File: config.mk
export PLATFORM = sky130hd
export DESIGN_NAME = autorange_frequency_counter_top
export DESIGN_NICKNAME = d
export VERILOG_FILES = /design/src/design/afc_pkg.sv /design/src/design/afc_front.sv /design/src/design/afc_fifo.sv /design/src/design/afc_back.sv /design/src/design/autorange_frequency_counter_top.sv
export SDC_FILE = /design/constraint.sdc
export NUM_CORES = 1
export LEC_CHECK = 0
export ABC_AREA = 1
export BUFFER_PORTS_ARGS = -buffer_cell sky130_fd_sc_hd__buf_2
export CAP_MARGIN = 40
export CORE_MARGIN = 1
export CORE_UTILIZATION = 44
export DETAILED_ROUTE_END_ITERATION = 8
export PLACE_DENSITY_LB_ADDON = 0.25
export RECOVER_POWER = 100
export SETUP_SLACK_MARGIN = 0.2
export SKIP_CTS_REPAIR_TIMING = 1
export SLEW_MARGIN = 10
export SYNTH_ARGS = -nofsm -noshare
export SYNTH_HDL_FRONTEND = slang
export SYNTH_SLANG_ARGS = --single-unit
File: constraint.sdc
create_clock -name clk -period 21.1 [get_ports clk]
set_clock_uncertainty 0.05 [all_clocks]
set_input_delay 3.165 -clock clk [delete_from_list [all_inputs] [get_ports clk]]
set_output_delay 3.165 -clock clk [all_outputs]
set_load 0.01 [all_outputs]
File: src/design/afc_pkg.sv
// shared types, constants and helpers for the autorange frequency counter
// no dependencies
package afc_pkg;

  localparam int CNT_W_DEF   = 32;
  localparam int QUEUE_DEPTH = 2;
  localparam int N_CMD       = 3;
  localparam int DATA_MAX    = 6;

  localparam logic [15:0] GATE_RESET = 16'd100;

  localparam logic [7:0] LCD_CLEAR   = 8'h01;
  localparam logic [7:0] LCD_LINE1   = 8'h82;
  localparam logic [7:0] LCD_LINE2   = 8'hC4;
  localparam logic [7:0] ASCII_ZERO  = 8'h30;
  localparam logic [7:0] ASCII_M     = 8'h4D;
  localparam logic [7:0] ASCII_K     = 8'h4B;
  localparam logic [7:0] ASCII_DOT   = 8'h2E;
  localparam logic [7:0] ASCII_SPACE = 8'h20;

  typedef struct packed {
    logic tick;
    logic edge_req;
  } in_item_t;

  typedef struct packed {
    logic [7:0] lcd_byte;
    logic       is_command;
    logic       last;
  } out_item_t;

  // status of the gate queue between front and back
  typedef struct packed {
    logic full;
    logic empty;
  } q_stat_t;

  function automatic logic [7:0] cmd_byte(input logic [1:0] idx);
    logic [7:0] b;
    case (idx)
      2'd0:    b = LCD_CLEAR;
      2'd1:    b = LCD_LINE1;
      default: b = LCD_LINE2;
    endcase
    return b;
  endfunction

  function automatic logic [7:0] dig_char(input logic [3:0] d);
    return ASCII_ZERO + {4'd0, d};
  endfunction

endpackage

File: src/design/afc_front.sv
// front end: accepts items, counts edges and ticks, closes the gate
// depends on afc_pkg; feeds latched counts to afc_fifo
module afc_front #(
  parameter int COUNT_WIDTH = afc_pkg::CNT_W_DEF
) (
  input  logic                   clk,
  input  logic                   rst_n,
  input  logic                   in_push,
  output logic                   in_full,
  input  afc_pkg::in_item_t      in_item,
  input  logic                   cfg_valid,
  output logic                   cfg_ready,
  input  logic [15:0]            cfg_data,
  input  afc_pkg::q_stat_t       q_stat,
  output logic                   q_push,
  output logic [COUNT_WIDTH-1:0] q_data
);
  import afc_pkg::*;

  logic [15:0]            gate_r, gate_nxt;
  logic [15:0]            tick_r, tick_nxt;
  logic [COUNT_WIDTH-1:0] pc_r, pc_nxt;
  logic [15:0]            tc_inc;
  logic [COUNT_WIDTH-1:0] pc_inc;
  logic                   accept;
  logic                   close;

  assign accept    = in_push && !q_stat.full;
  assign in_full   = q_stat.full;
  assign cfg_ready = 1'b1;

  assign tc_inc = tick_r + 16'd1;
  // saturating edge count, this item's edge belongs to the closing gate
  assign pc_inc = (in_item.edge_req && (pc_r != '1)) ? pc_r + COUNT_WIDTH'(1) : pc_r;
  assign close  = in_item.tick && (tc_inc >= gate_r);

  assign q_push = accept && close;
  assign q_data = pc_inc;

  always_comb begin
    gate_nxt = cfg_valid ? cfg_data : gate_r;
    tick_nxt = tick_r;
    pc_nxt   = pc_r;
    if (accept) begin
      pc_nxt = pc_inc;
      if (in_item.tick) begin
        tick_nxt = close ? 16'd0 : tc_inc;
      end
      if (close) begin
        pc_nxt = '0;
      end
    end
  end

  always_ff @(posedge clk) begin
    if (!rst_n) begin
      gate_r <= GATE_RESET;
      tick_r <= '0;
      pc_r   <= '0;
    end else begin
      gate_r <= gate_nxt;
      tick_r <= tick_nxt;
      pc_r   <= pc_nxt;
    end
  end

endmodule

File: src/design/afc_fifo.sv
// short queue of latched gate counts between front and back
// depends on afc_pkg for the status struct
module afc_fifo #(
  parameter int WIDTH = afc_pkg::CNT_W_DEF,
  parameter int DEPTH = afc_pkg::QUEUE_DEPTH
) (
  input  logic             clk,
  input  logic             rst_n,
  input  logic             push,
  input  logic [WIDTH-1:0] wr_data,
  input  logic             pop,
  output logic [WIDTH-1:0] rd_data,
  output afc_pkg::q_stat_t stat
);
  import afc_pkg::*;

  localparam int PW = (DEPTH > 1) ? $clog2(DEPTH) : 1;
  localparam int CW = $clog2(DEPTH + 1);

  logic [WIDTH-1:0] mem_r [DEPTH];
  logic [PW-1:0]    wp_r, rp_r;
  logic [CW-1:0]    cnt_r;
  logic             do_push, do_pop;

  assign stat.full  = (cnt_r == CW'(DEPTH));
  assign stat.empty = (cnt_r == '0);
  assign do_push    = push && !stat.full;
  assign do_pop     = pop && !stat.empty;
  assign rd_data    = mem_r[rp_r];

  always_ff @(posedge clk) begin
    if (do_push) begin
      mem_r[wp_r] <= wr_data;
    end
    if (!rst_n) begin
      wp_r  <= '0;
      rp_r  <= '0;
      cnt_r <= '0;
    end else begin
      if (do_push) begin
        wp_r <= (wp_r == PW'(DEPTH - 1)) ? '0 : wp_r + PW'(1);
      end
      if (do_pop) begin
        rp_r <= (rp_r == PW'(DEPTH - 1)) ? '0 : rp_r + PW'(1);
      end
      if (do_push && !do_pop) begin
        cnt_r <= cnt_r + CW'(1);
      end else if (do_pop && !do_push) begin
        cnt_r <= cnt_r - CW'(1);
      end
    end
  end

endmodule

File: src/design/afc_back.sv
// back end: binary to bcd one bit a cycle, range choice, lcd byte emitter
// depends on afc_pkg; takes counts from afc_fifo, drives the result register
module afc_back #(
  parameter int COUNT_WIDTH = afc_pkg::CNT_W_DEF
) (
  input  logic                   clk,
  input  logic                   rst_n,
  input  afc_pkg::q_stat_t       q_stat,
  input  logic [COUNT_WIDTH-1:0] q_data,
  output logic                   q_pop,
  output logic                   out_empty,
  input  logic                   out_pop,
  output afc_pkg::out_item_t     out_item
);
  import afc_pkg::*;

  // enough decimal digits for the count, never fewer than ten
  localparam int NDIG_RAW = (COUNT_WIDTH * 30103) / 100000 + 1;
  localparam int NDIG     = (NDIG_RAW < 10) ? 10 : NDIG_RAW;
  localparam int BW       = 4 * NDIG;
  localparam int BITW     = $clog2(COUNT_WIDTH);

  typedef enum logic [1:0] {S_IDLE, S_CONV, S_BUILD, S_EMIT} state_t;

  state_t                 state_r, state_nxt;
  logic [COUNT_WIDTH-1:0] sh_r, sh_nxt;
  logic [BW-1:0]          bcd_r, bcd_nxt;
  logic [BITW-1:0]        bit_r, bit_nxt;
  logic [7:0]             dl_r [DATA_MAX];
  logic [7:0]             dl_nxt [DATA_MAX];
  logic [7:0]             dl_b [DATA_MAX];
  logic [2:0]             nd_r, nd_nxt, nd_b;
  logic [3:0]             idx_r, idx_nxt;
  logic                   ov_r, ov_nxt;
  out_item_t              oi_r, oi_nxt;
  out_item_t              emit_item;
  logic [BW-1:0]          adj;
  logic [3:0]             d [NDIG];
  logic [3:0]             di;
  logic                   hi_nz, sat;
  logic [3:0]             m3, m2, m1, m0;

  assign out_empty = !ov_r;
  assign out_item  = oi_r;

  // add-3 correction on every digit before the shift
  always_comb begin
    adj = bcd_r;
    for (int i = 0; i < NDIG; i++) begin
      if (bcd_r[4*i +: 4] >= 4'd5) begin
        adj[4*i +: 4] = bcd_r[4*i +: 4] + 4'd3;
      end
    end
  end

  always_comb begin
    for (int i = 0; i < NDIG; i++) begin
      d[i] = bcd_r[4*i +: 4];
    end
    hi_nz = 1'b0;
    for (int i = 6; i < NDIG; i++) begin
      hi_nz = hi_nz || (d[i] != 4'd0);
    end
    sat = 1'b0;
    for (int i = 10; i < NDIG; i++) begin
      sat = sat || (d[i] != 4'd0);
    end
  end

  // megahertz reading clamps at 9999
  assign m3 = sat ? 4'd9 : d[9];
  assign m2 = sat ? 4'd9 : d[8];
  assign m1 = sat ? 4'd9 : d[7];
  assign m0 = sat ? 4'd9 : d[6];

  // data characters of the reading
  always_comb begin
    for (int i = 0; i < DATA_MAX; i++) begin
      dl_b[i] = ASCII_SPACE;
    end
    if (hi_nz) begin
      dl_b[0] = dig_char(m3);
      dl_b[1] = dig_char(m2);
      dl_b[2] = dig_char(m1);
      dl_b[3] = dig_char(m0);
      dl_b[4] = ASCII_M;
      nd_b    = 3'd5;
    end else if (d[5] != 4'd0) begin
      dl_b[0] = dig_char(d[5]);
      dl_b[1] = dig_char(d[4]);
      dl_b[2] = dig_char(d[3]);
      dl_b[3] = ASCII_K;
      nd_b    = 3'd4;
    end else if (d[4] != 4'd0) begin
      dl_b[0] = dig_char(d[4]);
      dl_b[1] = dig_char(d[3]);
      dl_b[2] = ASCII_DOT;
      dl_b[3] = dig_char(d[2]);
      dl_b[4] = ASCII_K;
      nd_b    = 3'd5;
    end else if (d[3] != 4'd0) begin
      // tenths of kHz with the tens digit suppressed
      dl_b[0] = dig_char(d[3]);
      dl_b[1] = ASCII_DOT;
      dl_b[2] = dig_char(d[2]);
      dl_b[3] = ASCII_K;
      nd_b    = 3'd4;
    end else if (d[2] != 4'd0) begin
      dl_b[0] = dig_char(d[2]);
      dl_b[1] = dig_char(d[1]);
      dl_b[2] = dig_char(d[0]);
      nd_b    = 3'd6;
    end else if (d[1] != 4'd0) begin
      dl_b[0] = dig_char(d[1]);
      dl_b[1] = dig_char(d[0]);
      nd_b    = 3'd5;
    end else begin
      dl_b[0] = dig_char(d[0]);
      nd_b    = 3'd4;
    end
  end

  assign di = idx_r - 4'(N_CMD);

  always_comb begin
    if (idx_r < 4'(N_CMD)) begin
      emit_item.lcd_byte   = cmd_byte(idx_r[1:0]);
      emit_item.is_command = 1'b1;
    end else begin
      emit_item.lcd_byte   = dl_r[di[2:0]];
      emit_item.is_command = 1'b0;
    end
    emit_item.last = (idx_r == ({1'b0, nd_r} + 4'(N_CMD - 1)));
  end

  always_comb begin
    state_nxt = state_r;
    sh_nxt    = sh_r;
    bcd_nxt   = bcd_r;
    bit_nxt   = bit_r;
    dl_nxt    = dl_r;
    nd_nxt    = nd_r;
    idx_nxt   = idx_r;
    ov_nxt    = ov_r;
    oi_nxt    = oi_r;
    q_pop     = 1'b0;
    if (out_pop && ov_r) begin
      ov_nxt = 1'b0;
    end
    case (state_r)
      S_IDLE: begin
        if (!q_stat.empty) begin
          q_pop     = 1'b1;
          sh_nxt    = q_data;
          bcd_nxt   = '0;
          bit_nxt   = '0;
          state_nxt = S_CONV;
        end
      end
      S_CONV: begin
        bcd_nxt = {adj[BW-2:0], sh_r[COUNT_WIDTH-1]};
        sh_nxt  = {sh_r[COUNT_WIDTH-2:0], 1'b0};
        bit_nxt = bit_r + BITW'(1);
        if (bit_r == BITW'(COUNT_WIDTH - 1)) begin
          state_nxt = S_BUILD;
        end
      end
      S_BUILD: begin
        dl_nxt    = dl_b;
        nd_nxt    = nd_b;
        idx_nxt   = '0;
        state_nxt = S_EMIT;
      end
      S_EMIT: begin
        if (!ov_r || out_pop) begin
          ov_nxt  = 1'b1;
          oi_nxt  = emit_item;
          idx_nxt = idx_r + 4'd1;
          if (emit_item.last) begin
            state_nxt = S_IDLE;
          end
        end
      end
      default: state_nxt = S_IDLE;
    endcase
  end

  always_ff @(posedge clk) begin
    sh_r  <= sh_nxt;
    bcd_r <= bcd_nxt;
    bit_r <= bit_nxt;
    dl_r  <= dl_nxt;
    nd_r  <= nd_nxt;
    idx_r <= idx_nxt;
    oi_r  <= oi_nxt;
    if (!rst_n) begin
      state_r <= S_IDLE;
      ov_r    <= 1'b0;
    end else begin
      state_r <= state_nxt;
      ov_r    <= ov_nxt;
    end
  end

endmodule

File: src/design/autorange_frequency_counter_top.sv
// top level of the autorange frequency counter
// depends on afc_pkg, afc_front, afc_fifo and afc_back
//
//   channel  ports                          handshake
//   input    in_push in_full in_item        push && !full
//   result   out_empty out_pop out_item     pop && !empty
//   config   cfg_valid cfg_ready cfg_data   valid && ready
//
// one input item per clock while in_full is low; in_full rises only while two closed gates wait
// a closed gate goes through bcd conversion and range choice in the back end,
// then 7 to 9 result bytes at one per clock while each byte is popped as it shows
// result register lets the back end run on while a byte waits to be popped
// synchronous reset: counters clear, gate_r returns to 100
module autorange_frequency_counter_top #(
  parameter int COUNT_WIDTH = afc_pkg::CNT_W_DEF
) (
  input  logic               clk,
  input  logic               rst_n,
  input  logic               in_push,
  output logic               in_full,
  input  afc_pkg::in_item_t  in_item,
  output logic               out_empty,
  input  logic               out_pop,
  output afc_pkg::out_item_t out_item,
  input  logic               cfg_valid,
  output logic               cfg_ready,
  input  logic [15:0]        cfg_data
);
  import afc_pkg::*;

  q_stat_t                q_stat;
  logic                   q_push, q_pop;
  logic [COUNT_WIDTH-1:0] q_wdata, q_rdata;

  afc_front #(.COUNT_WIDTH(COUNT_WIDTH)) u_front (
    .clk       (clk),
    .rst_n     (rst_n),
    .in_push   (in_push),
    .in_full   (in_full),
    .in_item   (in_item),
    .cfg_valid (cfg_valid),
    .cfg_ready (cfg_ready),
    .cfg_data  (cfg_data),
    .q_stat    (q_stat),
    .q_push    (q_push),
    .q_data    (q_wdata)
  );

  afc_fifo #(.WIDTH(COUNT_WIDTH), .DEPTH(QUEUE_DEPTH)) u_fifo (
    .clk     (clk),
    .rst_n   (rst_n),
    .push    (q_push),
    .wr_data (q_wdata),
    .pop     (q_pop),
    .rd_data (q_rdata),
    .stat    (q_stat)
  );

  afc_back #(.COUNT_WIDTH(COUNT_WIDTH)) u_back (
    .clk       (clk),
    .rst_n     (rst_n),
    .q_stat    (q_stat),
    .q_data    (q_rdata),
    .q_pop     (q_pop),
    .out_empty (out_empty),
    .out_pop   (out_pop),
    .out_item  (out_item)
  );

endmodule

=== Yosys cells after proc, flatten, opt, wreduce, memory -nomap -nowiden ===
Memory sizes are Yosys's and may differ from the RTL's. A register that Yosys moved wholly into a read port is not among the register bits.
Index checks and enable logic that the tools add are counted.

* Add/subtract/negate cells: 30
* Magnitude comparators: 13
* Equal/unequal tests: 12
* Mux-type cells: 60
* Bitwise operators: 1
* Reductions and logical operators: 41

{| class="wikitable"
|+ Operators with widths
! kind !! number
|-
| 32-bit two-way mux || 5
|-
| 40-bit two-way mux || 2
|-
| 40-bit case mux with 2 select lines || 1
|-
| 6-bit by 4-bit adder with 7-bit output, first input constant || 10
|-
| 32-bit case mux with 2 select lines || 1
|-
| 8-bit two-way mux || 6
|-
| 4-bit by 3-bit greater-or-equal comparator with 1-bit output, second input constant || 10
|-
| 4-bit two-way mux || 10
|-
| 4-bit by 2-bit adder with 4-bit output, second input constant || 9
|-
| 4-bit nonzero test || 9
|-
| 32-bit by 1-bit adder with 32-bit output, second input constant || 1
|-
| 16-bit two-way mux || 2
|-
| 32-bit inequality test, second input constant || 1
|-
| 8-bit binary-select mux with 3-bit select || 1
|-
| 24-bit two-way mux || 1
|-
| 16-bit by 1-bit adder with 16-bit output, second input constant || 1
|-
| 16-bit greater-or-equal comparator || 1
|-
| 8-bit case mux with 2 select lines || 1
|-
| 1-bit two-way mux || 15
|-
| 2-bit two-way mux || 7
|-
| 7-bit two-way mux || 2
|-
| 5-bit case mux with 2 select lines || 1
|-
| 1-bit logical AND || 9
|-
| 9-bit two-way mux || 1
|-
| other kinds (30) || 50
|}

* Register bits: 205
* Memory bits (writable): 64
* Bits of input ports: 23
* Output and inout bits: 13
* Word-level logic and storage cells: 182
* Memories kept: 1

{| class="wikitable"
|+ Memories
! name !! depth !! bits a word !! read ports !! clocked after memory_dff !! write ports !! line !! text
|-
| u_fifo.mem_r || 2 || 32 || 1 || 1 || 1 || afc_fifo.sv:20 || <nowiki>logic [WIDTH-1:0] mem_r [DEPTH];</nowiki>
|}

=== Logic depth before layout (Yosys ltp) ===
* Depth after elaboration: 9
* Gate-level depth with buffers: 21
* Depth with buffers taken out: 21

=== Modules after synthesis ===
A second synthesis with hierarchy kept.

* Cells, all modules: 1606
* Area, all modules: 13855.8 um2

{| class="wikitable"
|+ Modules (own cells, without submodules)
! module !! times used !! cells an instance !! area each (um2) !! seq. area each (um2)
|-
| afc_back || 1 || 709 || 6616.3 || 3573.4
|-
| afc_front || 1 || 759 || 4528.1 || 1281.2
|-
| afc_fifo || 1 || 138 || 2711.4 || 2021.9
|}

=== Worst setup path before layout ===
Ideal clock, no wire load.

* Kind: reg2reg
* From: register u_back.state_r[1]
* To: register u_back.bcd_r[0], enable pin
* Setup time: 0.618 ns
* Arrival: 6.702 ns
* Data required time: 20.432 ns
* Slack: 13.729 ns
* Stages on the path, launching flop included: 8
* Path buffers: 3
* Period minus slack after synthesis: 7.371 ns
* Path through: dfxtp_1 -> inv_1 -> ha_1 -> clkbuf_1 -> inv_1 -> clkbuf_1 -> clkbuf_1 -> o21ai_0

* Word-level cells in the longest chain between the ends: 3
* Elaborated cells on any way between the ends: 5
* Those cells by class: 2 x eq/ne; 3 x reduce/logical

{| class="wikitable"
|+ RTL lines
! item !! line !! text
|-
| from (decl) || afc_back.sv:25 || <nowiki>state_t state_r, state_nxt;</nowiki>
|-
| from (signal assigned) || afc_back.sv:200 || <nowiki>state_r <= state_nxt;</nowiki>
|-
| 2-bit logical NOT / 2-bit by 1-bit == test with 1-bit output (equally long branches) || afc_back.sv:150 || <nowiki>case (state_r)</nowiki>
|-
| 2-bit inequality test (no line) / 2-bit nonzero test (equally long branches) || n/a ||
|-
| 2-bit AND reduction (no line) * || n/a ||
|-
| to (signal assigned) || afc_back.sv:190 || <nowiki>bcd_r <= bcd_nxt;</nowiki>
|-
| to (decl) || afc_back.sv:27 || <nowiki>logic [BW-1:0] bcd_r, bcd_nxt;</nowiki>
|}

Every way passes the cells marked *; elsewhere a longest branch is shown, timed or not.
A chain may end at the register's enable or synchronous reset.

=== Final worst setup path ===
* From: register u_back.state_r[1]
* To: register u_back.sh_r[16], enable pin

* Word-level cells in the longest chain between the ends: 3
* Elaborated cells on any way between the ends: 5
* Those cells by class: 2 x eq/ne; 3 x reduce/logical

{| class="wikitable"
|+ RTL lines
! item !! line !! text
|-
| 2-bit logical NOT / 2-bit by 1-bit == test with 1-bit output (equally long branches) || afc_back.sv:150 ||
|-
| 2-bit inequality test (no line) / 2-bit nonzero test (equally long branches) || n/a ||
|-
| 2-bit AND reduction (no line) * || n/a ||
|-
| to (signal assigned) || afc_back.sv:189 || <nowiki>sh_r <= sh_nxt;</nowiki>
|-
| to (decl) || afc_back.sv:26 || <nowiki>logic [COUNT_WIDTH-1:0] sh_r, sh_nxt;</nowiki>
|}

Marks and branches as above.

==> impl_metrics.ini <==
[sta]
maxSlewViolCount = 268
slew_headroom_pct = -99.1
rsz0062_at_grt = false
max_freq_mhz = 141
final.period_utilization_pct = 33.5
tightest_slew_ns = 2.99
hold_slack_ns = 0.416
layout_min_cycle_time_ns = 7.07
final.setup.tns_ns = 0
setup_viol = 0
final_hold_viol_count = 0

[floorplan]
rows = 62
core_region_area_mm2 = 0.0289
fp.dieW_um = 174
fp.dieArea_mm2 = 0.0302
num_io_pins = 36
die_h_um = 174
initial_core_util_pct = 45.1

[global_route]
track_usage_pct = 19.1
grt_max_degree = 63
grt_use_met3_pct = 2.17
grt_pass1_wl_um = 47600
antenna_found_initial = 0
met2_usage_pct = 32.8
grt_use_met1_pct = 25.5
busiest_layer = met2
first_global_vias = 9535
grt_remaining_overflow = 0

[synth]
yosysSeqAreaShare_pct = 52.9
syn_inst = 1496
ys_ff_latch = 253
ys_warn_count = 0
synth_compound_area_share_pct = 13.2
synth_fp_nets = 1573
synth_top_family_by_area = simple AND/OR/NAND/NOR gates
synth_top_area_share_pct = 41.8
synth_edf_count = 181
yosys-top-cells-area = edfxtp_1 (42%), dfxtp_1 (11%), nand2_1 (11%), a21oi_1 (6.7%), ha_1 (5.2%)
avgSynthCellArea_um2 = 8.69
synth_area_mm2 = 0.0130
synth_fa_ha_area_share_pct = 5.20
yosys.area_share.simple_pct = 19.5
synth_top_area_cell = edfxtp_1
muxShareOfSynthArea_pct = 0
synthFlopType = edfxtp_1
synth_xor_area_share_pct = 2.96
synthArstFlopShare_pct = 0
synth_cell_types = 46

[worst_setup_path]
cp.arrival_ns = 7.11
critPathMaxStageDelay_ns = 2.19
r2r_slack_ns = 14.03
path_cells = inv_1 -> ha_1 -> clkbuf_1 -> inv_1 -> o21ai_0 -> clkbuf_1 -> clkbuf_1
crit_required_ns = 21.14
reg2reg_depth = 7
crit_path_max_fanout = 62
path_class = reg -> reg
cp_slowest_cell = clkbuf_1
cp-start-kind = flip-flop
crit_path_end_kind = flip-flop
r2r-start = u_back.state_r[1]
reg2reg_to = u_back.sh_r[16]
cpMostUsedCell = clkbuf_1

[clock_tree]
cts.htree.levels = 1
cts_sinks = 253
clk_pin_slew_ns = 0.06
cts_tree = built
cts_buffer_depth = 3
numCtsBuffers = 28
insertion_delay_ns = 0.54
root_buffer = clkbuf_16

[power]
total_power_mw = 1.73
ir_drop_uv = 73.8
p_leak_nw = 5.55
power_per_cell_area_mw_per_mm2 = 120

[hold_path]
min_to = u_front.gate_r[8]
worstHoldStart = u_front.gate_r[8]
min_path_type = reg -> reg
min_path_cells = 2

[finish]
final_util_pct = 50.1
drive_gt1_share_pct = 5.12
final_cell_mix = nand2_1 (380), edfxtp_1 (181), a21oi_1 (175)
multiInputGateArea_mm2 = 0.00529
n_antenna_cell = 0
seq_area_mm2 = 0.00688
final_common_cell = nand2_1
nFillCells = 2741
nets = 1597
areaGrowthSynthToFinish_pct = 11.1

[placed_design]
port_buffers = 34
gp_congestion = 0.883
dp_hpwl_um = 19000

[routing]
drt-total-wl_um = 28300
drt_iter0_markers = 673
vias = 10009
wire_per_inst_um = 14.7
dr.pass1.iters = 5
viasPerCell = 5.20
postRouteAntennaNets = 0
drcViolationCount = 0

[status]
failed_checks = capacitance limit, slew limit
status = complete, but fails checks

[job]
max-cap-violations = 6
[sequential cells by signal (all words and copies together), names as in the netlist, named ones only]
register         cells
u_back.ov_r          1
u_fifo.cnt_r         2
u_back.bcd_r        40
u_back.bit_r         5
u_fifo.wp_r          1
u_back.state_r       2
u_back.sh_r         32
u_back.nd_r          2
u_front.gate_r      16
u_fifo.rp_r          1
u_front.tick_r      16
u_fifo.mem_r        64
u_back.out_item     10
u_back.dl_r         24
u_back.idx_r         4
u_front.pc_r        32
[layout make-up]
class                   count  share of cell area [%]
flip-flops and latches    253                    47.6
clock buffers              35                    5.54
multi-input cells        1047                    36.6
well taps                 384                    3.33
repair buffers             48                    1.68
clock inverters            17                    1.56
inverters                 142                    3.70
[metrics by stage]
stage | area (um2) | setup WS [ns] | cells
2_1_floorplan | 13000 | 13.73 | 1496
3_3_place_gp | 13500 | 15.89 | 1870
3_5_place_dp | 13600 | 15.83 | 1874
4_1_cts | 14600 | 16.38 | 1926
5_1_grt | 14400 | 13.31 | 1926
6_report | 14400 | 14.03 | 1926
[Yosys cell counts (4+ instances only)]
library cell	count
a21oi_1	175
a22oi_1	8
buf_2	8
clkbuf_1	36
dfxtp_1	72
edfxtp_1	181
ha_1	54
inv_1	139
nand2_1	379
nand3_1	66
nand4_1	7
nor2_1	156
nor2_2	4
nor3_1	9
o211ai_1	5
o21ai_0	90
o22ai_1	14
xnor2_1	12
xor2_1	32
[metal layers]
metal  up-vias  share of wire [%]
met5         -                  0
met2       206                 48
li1       5074                  -
met4         0                2.1
met1      4689                 46
met3        40                3.9
[where the power goes]
part           switching [mW]  internal [mW]
combinational           0.319          0.141
clock                   0.202          0.331
sequential             0.0550          0.679
[how the worst max path moves through the flow]
stage	start	slack [ns]	to
final	u_back.state_r[1]	14.03	u_back.sh_r[16]
after global routing	u_back.state_r[1]	13.31	u_back.sh_r[13]
after CTS	in_push	16.38	u_front.tick_r[6]
after detailed placement	in_push	15.83	u_front.tick_r[1]
after global placement	in_push	15.89	u_front.tick_r[8]
after floorplan	u_back.state_r[1]	13.73	u_back.bcd_r[0]
[worst max-delay path: cells and delay by family (launching register included)]
kind | cells | cell delay (ns)
DFF | 1 | 0.33
adders and majority gates | 1 | 0.16
AOI/OAI and AO/OA | 1 | 0.29
buffers and inverters | 5 | 5.72
[logic make-up after synthesis]
family	count (synthesis)
AND/OR/NAND/NOR	630
AO/OA/AOI/OAI	318
flip-flops	253
buffers and inverters	196
adder cells (fa/ha/maj)	54
XOR/XNOR	44
other	1
Power figures use the tool's default switching activity.
